`src/morse_character_encoder_assert.svh`:
```
// Assertion helpers, sampled on clk and disabled while rst_n is low.
`ifndef MORSE_CHARACTER_ENCODER_ASSERT_SVH
`define MORSE_CHARACTER_ENCODER_ASSERT_SVH

// Same-cycle implication.
`define MCE_ASSERT_NOW(label, ante, cons, msg) \
    label: assert property (@(posedge clk) disable iff (!rst_n) (ante) |-> (cons)) \
        else $error(msg);

// Next-cycle implication.
`define MCE_ASSERT_NEXT(label, ante, cons, msg) \
    label: assert property (@(posedge clk) disable iff (!rst_n) (ante) |=> (cons)) \
        else $error(msg);

`endif

```
`src/mce_pkg.sv`:
```
package mce_pkg;

    typedef enum logic [1:0]
    {
        ST_IDLE,
        ST_ON,
        ST_GAP,
        ST_CLOSE
    } state_t;

    localparam logic [3:0] DOT_UNITS         = 4'd1;
    localparam logic [3:0] DASH_UNITS        = 4'd3;
    localparam logic [3:0] ELEMENT_GAP_UNITS = 4'd1;
    localparam logic [3:0] LETTER_GAP_UNITS  = 4'd5;
    localparam logic [3:0] UNKNOWN_ON_UNITS  = 4'd10;

    localparam logic [7:0] CODE_A     = 8'd97;
    localparam logic [7:0] CODE_Z     = 8'd122;
    localparam logic [7:0] CODE_THREE = 8'd51;
    localparam logic [7:0] CODE_FIVE  = 8'd53;
    localparam logic [7:0] CODE_ZERO  = 8'd48;

    // Entry: {element count[2:0], pattern[4:0]}; pattern bit 0 is sent first, 1 = dash.
    localparam logic [7:0] LETTER_TABLE [26] = '{
        {3'd2, 5'b00010}, {3'd4, 5'b00001}, {3'd4, 5'b00101}, {3'd3, 5'b00001},
        {3'd1, 5'b00000}, {3'd4, 5'b00100}, {3'd3, 5'b00011}, {3'd4, 5'b00000},
        {3'd2, 5'b00000}, {3'd4, 5'b01110}, {3'd3, 5'b00101}, {3'd4, 5'b00010},
        {3'd2, 5'b00011}, {3'd2, 5'b00001}, {3'd3, 5'b00111}, {3'd4, 5'b00110},
        {3'd4, 5'b01011}, {3'd3, 5'b00010}, {3'd3, 5'b00000}, {3'd1, 5'b00001},
        {3'd3, 5'b00100}, {3'd4, 5'b01000}, {3'd3, 5'b00110}, {3'd4, 5'b01001},
        {3'd4, 5'b01101}, {3'd4, 5'b00011}
    };

    localparam logic [7:0] THREE_ENTRY = {3'd5, 5'b11000};
    localparam logic [7:0] FIVE_ENTRY  = {3'd5, 5'b00000};
    localparam logic [7:0] ZERO_ENTRY  = {3'd5, 5'b11111};
    // Unknown code: one element, sent as the long on segment.
    localparam logic [7:0] UNKNOWN_ENTRY = {3'd1, 5'b00000};

    typedef struct packed
    {
        logic       unknown;
        logic [2:0] count;
        logic [4:0] pattern;
    } code_entry_t;

    // Shifter controls from the sequencer.
    typedef struct packed
    {
        logic load;
        logic shift;
    } shift_ctrl_t;

    // Current element as seen by the sequencer.
    typedef struct packed
    {
        logic dash;
        logic unknown;
        logic final_elem;
    } elem_status_t;

    function automatic code_entry_t lookup_code(input logic [7:0] code);
        code_entry_t entry;
        logic [7:0]  offset;
        entry  = '0;
        offset = code - CODE_A;
        if (code >= CODE_A && code <= CODE_Z)
        begin
            {entry.count, entry.pattern} = LETTER_TABLE[offset[4:0]];
        end
        else if (code == CODE_THREE)
        begin
            {entry.count, entry.pattern} = THREE_ENTRY;
        end
        else if (code == CODE_FIVE)
        begin
            {entry.count, entry.pattern} = FIVE_ENTRY;
        end
        else if (code == CODE_ZERO)
        begin
            {entry.count, entry.pattern} = ZERO_ENTRY;
        end
        else
        begin
            {entry.count, entry.pattern} = UNKNOWN_ENTRY;
            entry.unknown = 1'b1;
        end
        return entry;
    endfunction

endpackage

```
`src/mce_shifter.sv`:
```
module mce_shifter
(
    input  logic                     clk,
    input  logic                     rst_n,
    input  logic [7:0]               char_code,
    input  mce_pkg::shift_ctrl_t     ctrl,
    output mce_pkg::elem_status_t    status
);

    mce_pkg::code_entry_t entry;
    logic [4:0] pattern_reg;
    logic [4:0] pattern_next;
    logic [2:0] count_reg;
    logic [2:0] count_next;
    logic       unknown_reg;
    logic       unknown_next;

    assign entry = mce_pkg::lookup_code(char_code);

    always_comb
    begin
        pattern_next = pattern_reg;
        count_next   = count_reg;
        unknown_next = unknown_reg;
        if (ctrl.load)
        begin
            pattern_next = entry.pattern;
            count_next   = entry.count;
            unknown_next = entry.unknown;
        end
        else if (ctrl.shift)
        begin
            pattern_next = {1'b0, pattern_reg[4:1]};
            count_next   = count_reg - 3'd1;
        end
    end

    always_ff @(posedge clk or negedge rst_n)
    begin
        if (!rst_n)
        begin
            count_reg   <= '0;
            unknown_reg <= 1'b0;
        end
        else
        begin
            count_reg   <= count_next;
            unknown_reg <= unknown_next;
        end
    end

    always_ff @(posedge clk)
    begin
        pattern_reg <= pattern_next;
    end

    assign status.dash       = pattern_reg[0];
    assign status.unknown    = unknown_reg;
    assign status.final_elem = (count_reg == 3'd1);

endmodule

```
`src/morse_character_encoder.sv`:
```
// The first segment is emitted from ST_ON, entered on acceptance, through the output register.
// Throughput: a character of n elements gives 2n+1 segments, one per cycle
// without output stall; the next character is accepted only in ST_IDLE, after
// the closing gap is issued, so a new character waits until the last is done.
// The element shift register and segment sequencer set this rate.
// Reset (rst_n low, asynchronous): sequencer idle, no segment pending.
`include "morse_character_encoder_assert.svh"

module morse_character_encoder
(
    input  logic       clk,
    input  logic       rst_n,
    input  logic       char_valid,
    output logic       char_stall,
    input  logic [7:0] char_code,
    output logic       seg_valid,
    input  logic       seg_stall,
    output logic       key_on,
    output logic [3:0] duration_units,
    output logic       last
);

    mce_pkg::state_t       state_reg;
    mce_pkg::state_t       state_next;
    mce_pkg::shift_ctrl_t  ctrl;
    mce_pkg::elem_status_t status;

    logic       advance;
    logic       emit;
    logic       emit_on;
    logic [3:0] emit_units;
    logic       emit_last;

    logic       seg_valid_reg;
    logic       seg_valid_next;
    logic       key_on_reg;
    logic [3:0] units_reg;
    logic       last_reg;

    mce_shifter u_shifter
    (
        .clk       (clk),
        .rst_n     (rst_n),
        .char_code (char_code),
        .ctrl      (ctrl),
        .status    (status)
    );

    // Output register free or being drained this cycle.
    assign advance    = !seg_valid_reg || !seg_stall;
    assign char_stall = (state_reg != mce_pkg::ST_IDLE);

    // Next state
    always_comb
    begin
        state_next = state_reg;
        case (state_reg)
            mce_pkg::ST_IDLE:
            begin
                if (char_valid)
                begin
                    state_next = mce_pkg::ST_ON;
                end
            end
            mce_pkg::ST_ON:
            begin
                if (advance)
                begin
                    state_next = mce_pkg::ST_GAP;
                end
            end
            mce_pkg::ST_GAP:
            begin
                if (advance)
                begin
                    state_next = status.final_elem ? mce_pkg::ST_CLOSE : mce_pkg::ST_ON;
                end
            end
            mce_pkg::ST_CLOSE:
            begin
                if (advance)
                begin
                    state_next = mce_pkg::ST_IDLE;
                end
            end
            default:
            begin
                state_next = mce_pkg::ST_IDLE;
            end
        endcase
    end

    // Outputs of the sequencer
    always_comb
    begin
        ctrl       = '0;
        emit       = 1'b0;
        emit_on    = 1'b0;
        emit_units = mce_pkg::ELEMENT_GAP_UNITS;
        emit_last  = 1'b0;
        case (state_reg)
            mce_pkg::ST_IDLE:
            begin
                ctrl.load = char_valid;
            end
            mce_pkg::ST_ON:
            begin
                emit    = 1'b1;
                emit_on = 1'b1;
                if (status.unknown)
                begin
                    emit_units = mce_pkg::UNKNOWN_ON_UNITS;
                end
                else if (status.dash)
                begin
                    emit_units = mce_pkg::DASH_UNITS;
                end
                else
                begin
                    emit_units = mce_pkg::DOT_UNITS;
                end
            end
            mce_pkg::ST_GAP:
            begin
                emit       = 1'b1;
                ctrl.shift = advance;
            end
            mce_pkg::ST_CLOSE:
            begin
                emit       = 1'b1;
                emit_units = mce_pkg::LETTER_GAP_UNITS;
                emit_last  = 1'b1;
            end
            default:
            begin
                emit = 1'b0;
            end
        endcase
    end

    assign seg_valid_next = advance ? emit : seg_valid_reg;

    always_ff @(posedge clk or negedge rst_n)
    begin
        if (!rst_n)
        begin
            state_reg     <= mce_pkg::ST_IDLE;
            seg_valid_reg <= 1'b0;
        end
        else
        begin
            state_reg     <= state_next;
            seg_valid_reg <= seg_valid_next;
        end
    end

    always_ff @(posedge clk)
    begin
        if (advance && emit)
        begin
            key_on_reg <= emit_on;
            units_reg  <= emit_units;
            last_reg   <= emit_last;
        end
    end

    assign seg_valid      = seg_valid_reg;
    assign key_on         = key_on_reg;
    assign duration_units = units_reg;
    assign last           = last_reg;

    `MCE_ASSERT_NEXT(a_accept_starts_on, char_valid && !char_stall,
        state_reg == mce_pkg::ST_ON, "accepted transaction did not start an element")
    `MCE_ASSERT_NEXT(a_close_issues_last, (state_reg == mce_pkg::ST_CLOSE) && advance,
        seg_valid && last && !key_on, "closing gap not issued as last segment")
    `MCE_ASSERT_NOW(a_on_never_last, seg_valid && key_on,
        !last, "key-on segment marked last")

endmodule

```
`config.mk`:
```
export PLATFORM = sky130hd
export DESIGN_NAME = morse_character_encoder
export DESIGN_NICKNAME = d
export VERILOG_FILES = /design/src/mce_pkg.sv /design/src/mce_shifter.sv /design/src/morse_character_encoder.sv
export VERILOG_INCLUDE_DIRS = /design/src /design/src/src
export SDC_FILE = /design/constraint.sdc
export NUM_CORES = 1
export LEC_CHECK = 0
export BUFFER_PORTS_ARGS = -buffer_cell sky130_fd_sc_hd__clkbuf_2
export CORE_MARGIN = 3
export CORE_UTILIZATION = 52
export CTS_CLUSTER_SIZE = 40
export DETAILED_ROUTE_END_ITERATION = 8
export HOLD_SLACK_MARGIN = 0.12
export PLACE_DENSITY = 0.76
export SKIP_CTS_REPAIR_TIMING = 1
export SYNTH_ARGS = -nofsm -noshare
export SYNTH_HDL_FRONTEND = slang
export SYNTH_SLANG_ARGS = --single-unit
```
`constraint.sdc`:
```
create_clock -name clk -period 1.91 [get_ports clk]
set_input_delay 0.4775 -clock clk [delete_from_list [all_inputs] [get_ports clk]]
set_output_delay 0.4775 -clock clk [all_outputs]
set_load 0.03 [all_outputs]
```
==> impl_results.md <==
* Die Span Y at 61.7 µm
* Net Count, Synth at 209
* Number of flip-flops in the largest register at 5
* Worst reg2reg startpoint: state_reg[0]$_DFFE_PN0P_
* Clk_lat worst skew at 0.29 ns
* TNS Setup at -0.0372 ns
* Min cycle time layout at 1.95 ns
* Worst VDD drop at 312 µV
* Site row count at 19
* Synth Flop Type: edfxtp_1
* HP Start: seg_stall
* Inserted Diodes at 0
* Crit Path Category: in -> reg
* Final wirelength at 4420 µm
* Clock buffer depth at 2
* Hold crit path type: in -> reg
* Via density at 6.23
* Post-synthesis compound-gate area fraction at 0.250
* Initial Utilization at 0.566
* TritonCTS buffer count at 3
* Worst-path fanout max at 6
* End point of the critical path: u_shifter.pattern_reg[1]$_DFFE_PP_
* Iter 0 DRT Violations at 116
* Syn Inst Count at 187
* Multi-input gate area at 1080 µm²
* Vias in the first global route at 1603
* Netlist cell types at 55
* Post-Synth XOR/XNOR Area at 0.0387
* Met2 WL at 2280 µm
* R2r worst-path depth at 6
* Max-Cap Viols at 0
* Top-area cell type share of the netlist area at 0.186
* Pwr Density at 898 nW/µm²
* Critical Path Start Type: primary input
* DIE AREA at 3810 µm²
* Post-synth EDFFs at 10
* Synthesized area at 1620 µm²
* Post-layout nets at 262
* Initial antenna violation count at 0
* Mean Syn Cell Area at 8.64 µm²
* 1st-pass router iterations at 4
* Asr flop ratio synth at 0.412
* Slew headroom at 0.680
* Vias at 1682
* Congestion Overflow GR at 0
* R2r endpoint: u_shifter.pattern_reg[1]$_DFFE_PP_
* Actual slew at the worst max-slew pin at 0.479 ns
* Uppermost layer routed: met4
* Synth area leaders: edfxtp_1 (19%), dfrtp_1 (11%), ha_1 (7.7%)
* Post-route DRC violation count at 0
* Max Slew Vio Count at 0
* Avg WL per Cell at 16.4 µm
* Aggregate global-route resource usage at 0.244
* DIE WIDTH at 61.7 µm
* Final hold viol count at 0
* Largest net degree at the start of global routing at 23
* Met3 WL at 240 µm
* Post-route ant nets at 0
* Fin util at 0.748
* Final GP Congestion at 0.915
* Sequential share of the synthesized area at 0.294
* FF-to-FF setup slack at 0.13 ns
* Num ports at 20
* TritonCTS clock tree: done
* Skew final at 0.0129 ns
* Simple-gate share of the synthesized area at 0.225
* Failing checks: setup timing
* Largest family of logic cells by synthesized area: compound AO/OA/AOI/OAI gates
* Seq cells post-synth at 17
* Register area at 475 µm²
* Mux contribution to synthesized area at 0.0418
* Most common cell after layout, fill and taps aside: buf_4
* DP Wirelength at 3470 µm
* Clock transition at path regs at 0.11 ns
* CTS H-tree lvls at 1
* Most frequent cells in the layout: buf_4 (39), nand2_1 (17), clkbuf_2 (17)
* Worst Path Required at 1.95 ns
* Leading area contributor after synthesis: edfxtp_1
* First-pass GRT wire length at 7070 µm
* Final worst setup slack at -0.0354 ns
* Clk sink count at 17
* Share of cells above drive strength 1 at 0.356
* Core region area at 2850 µm²
* Synth warn at 0
* Share of the clock period used by the worst path at 1.02
* FILL cells at 202
* Critical Path Start: char_code[0]
* Port Buffer Count at 19
* Adder-Cell Fraction of Synth Area at 0.0775
* Post-Route M1 WL at 1830 µm
* Fmax achieved at 0.514 GHz
* CTS root buffer: clkbuf_4
* Setup violators final at 2
* Leakage power at 0.903 nW
* Run status: finished, violations left
* Post-place setup slack at -0.342 ns
* Crit. End Element: flop
* P&R area growth vs syn at 32.1%
* Unrepaired setup endpoints after global routing: yes
* Worst EP arrival at 1.99 ns
-- cell families (layout without fill, tap and decap cells) --
logic type,count (synthesis),after routing
buf+inv,23,75
xor+xnor,5,5
mux,6,6
flops,17,17
simple gates,67,67
fa+ha+maj,10,10
compound gates,59,59
-- worst max-delay path, cell delays in order --
cell       delay, ns
buf_8           0.11
inv_8           0.05
ha_4            0.13
or3b_4          0.38
buf_8           0.16
xnor2_4         0.19
buf_6           0.14
a211oi_2        0.03
o2111ai_1       0.22
nand2_1         0.10
-- cell type report --
class,instances,area share
timing repair buffer,62,0.216
clock buffer,4,0.0123
multi-input combinational,147,0.508
sequential,17,0.223
tap,31,0.0182
inverter,9,0.0229
-- per-layer routing --
layer	up-vias	track usage
met5	-	0
met2	71	0.462
met3	6	0.0186
met1	804	0.294
met4	0	0.0697
li1	801	-
-- where the power goes --
part           leakage (nW)  switching, mW  internal, mW
Clock                0.0150          0.110        0.0809
Combinational         0.714          0.616         0.394
Sequential            0.174          0.108         0.609
Total                 0.903          0.833          1.08
-- stage by stage --
stage | power (mW) | area, µm² | hold slack (ns) | instances
detailed placement | 1.71 | 2030 | 0.322 | 263
finish | 1.92 | 2130 | 0.488 | 270
floorplan | 1.38 | 1710 | 0.182 | 187
global placement | 1.66 | 2030 | 0.319 | 263
CTS | 1.90 | 2060 | 0.00709 | 267
global route | 2.05 | 2130 | 0.494 | 270
-- cells in the mapped netlist (3+ instances only) --
cell type / number
buf_2: 3
edfxtp_1: 10
ha_1: 10
o211ai_1: 5
nor2_1: 12
clkbuf_1: 5
a211oi_1: 3
nand3_1: 3
dfrtp_1: 7
o2111ai_1: 6
and2_1: 3
a21oi_1: 13
o21ai_0: 15
nor3_1: 7
nor2b_1: 5
mux2i_1: 3
buf_6: 3
inv_1: 9
nand2_1: 17
-- worst min path at each step --
stage	endpoint	slack, ns	depth (start not counted)
finish	state_reg[0]$_DFFE_PN0P_	0.49	2
global route	state_reg[0]$_DFFE_PN0P_	0.49	2
CTS	seg_valid$_DFFE_PN0N_	0.007	1
detailed placement	seg_valid$_DFFE_PN0N_	0.32	1
global placement	state_reg[0]$_DFFE_PN0P_	0.32	1
floorplan	seg_valid$_DFFE_PN0N_	0.18	0
No activity file was read; power rests on OpenSTA's default activity.
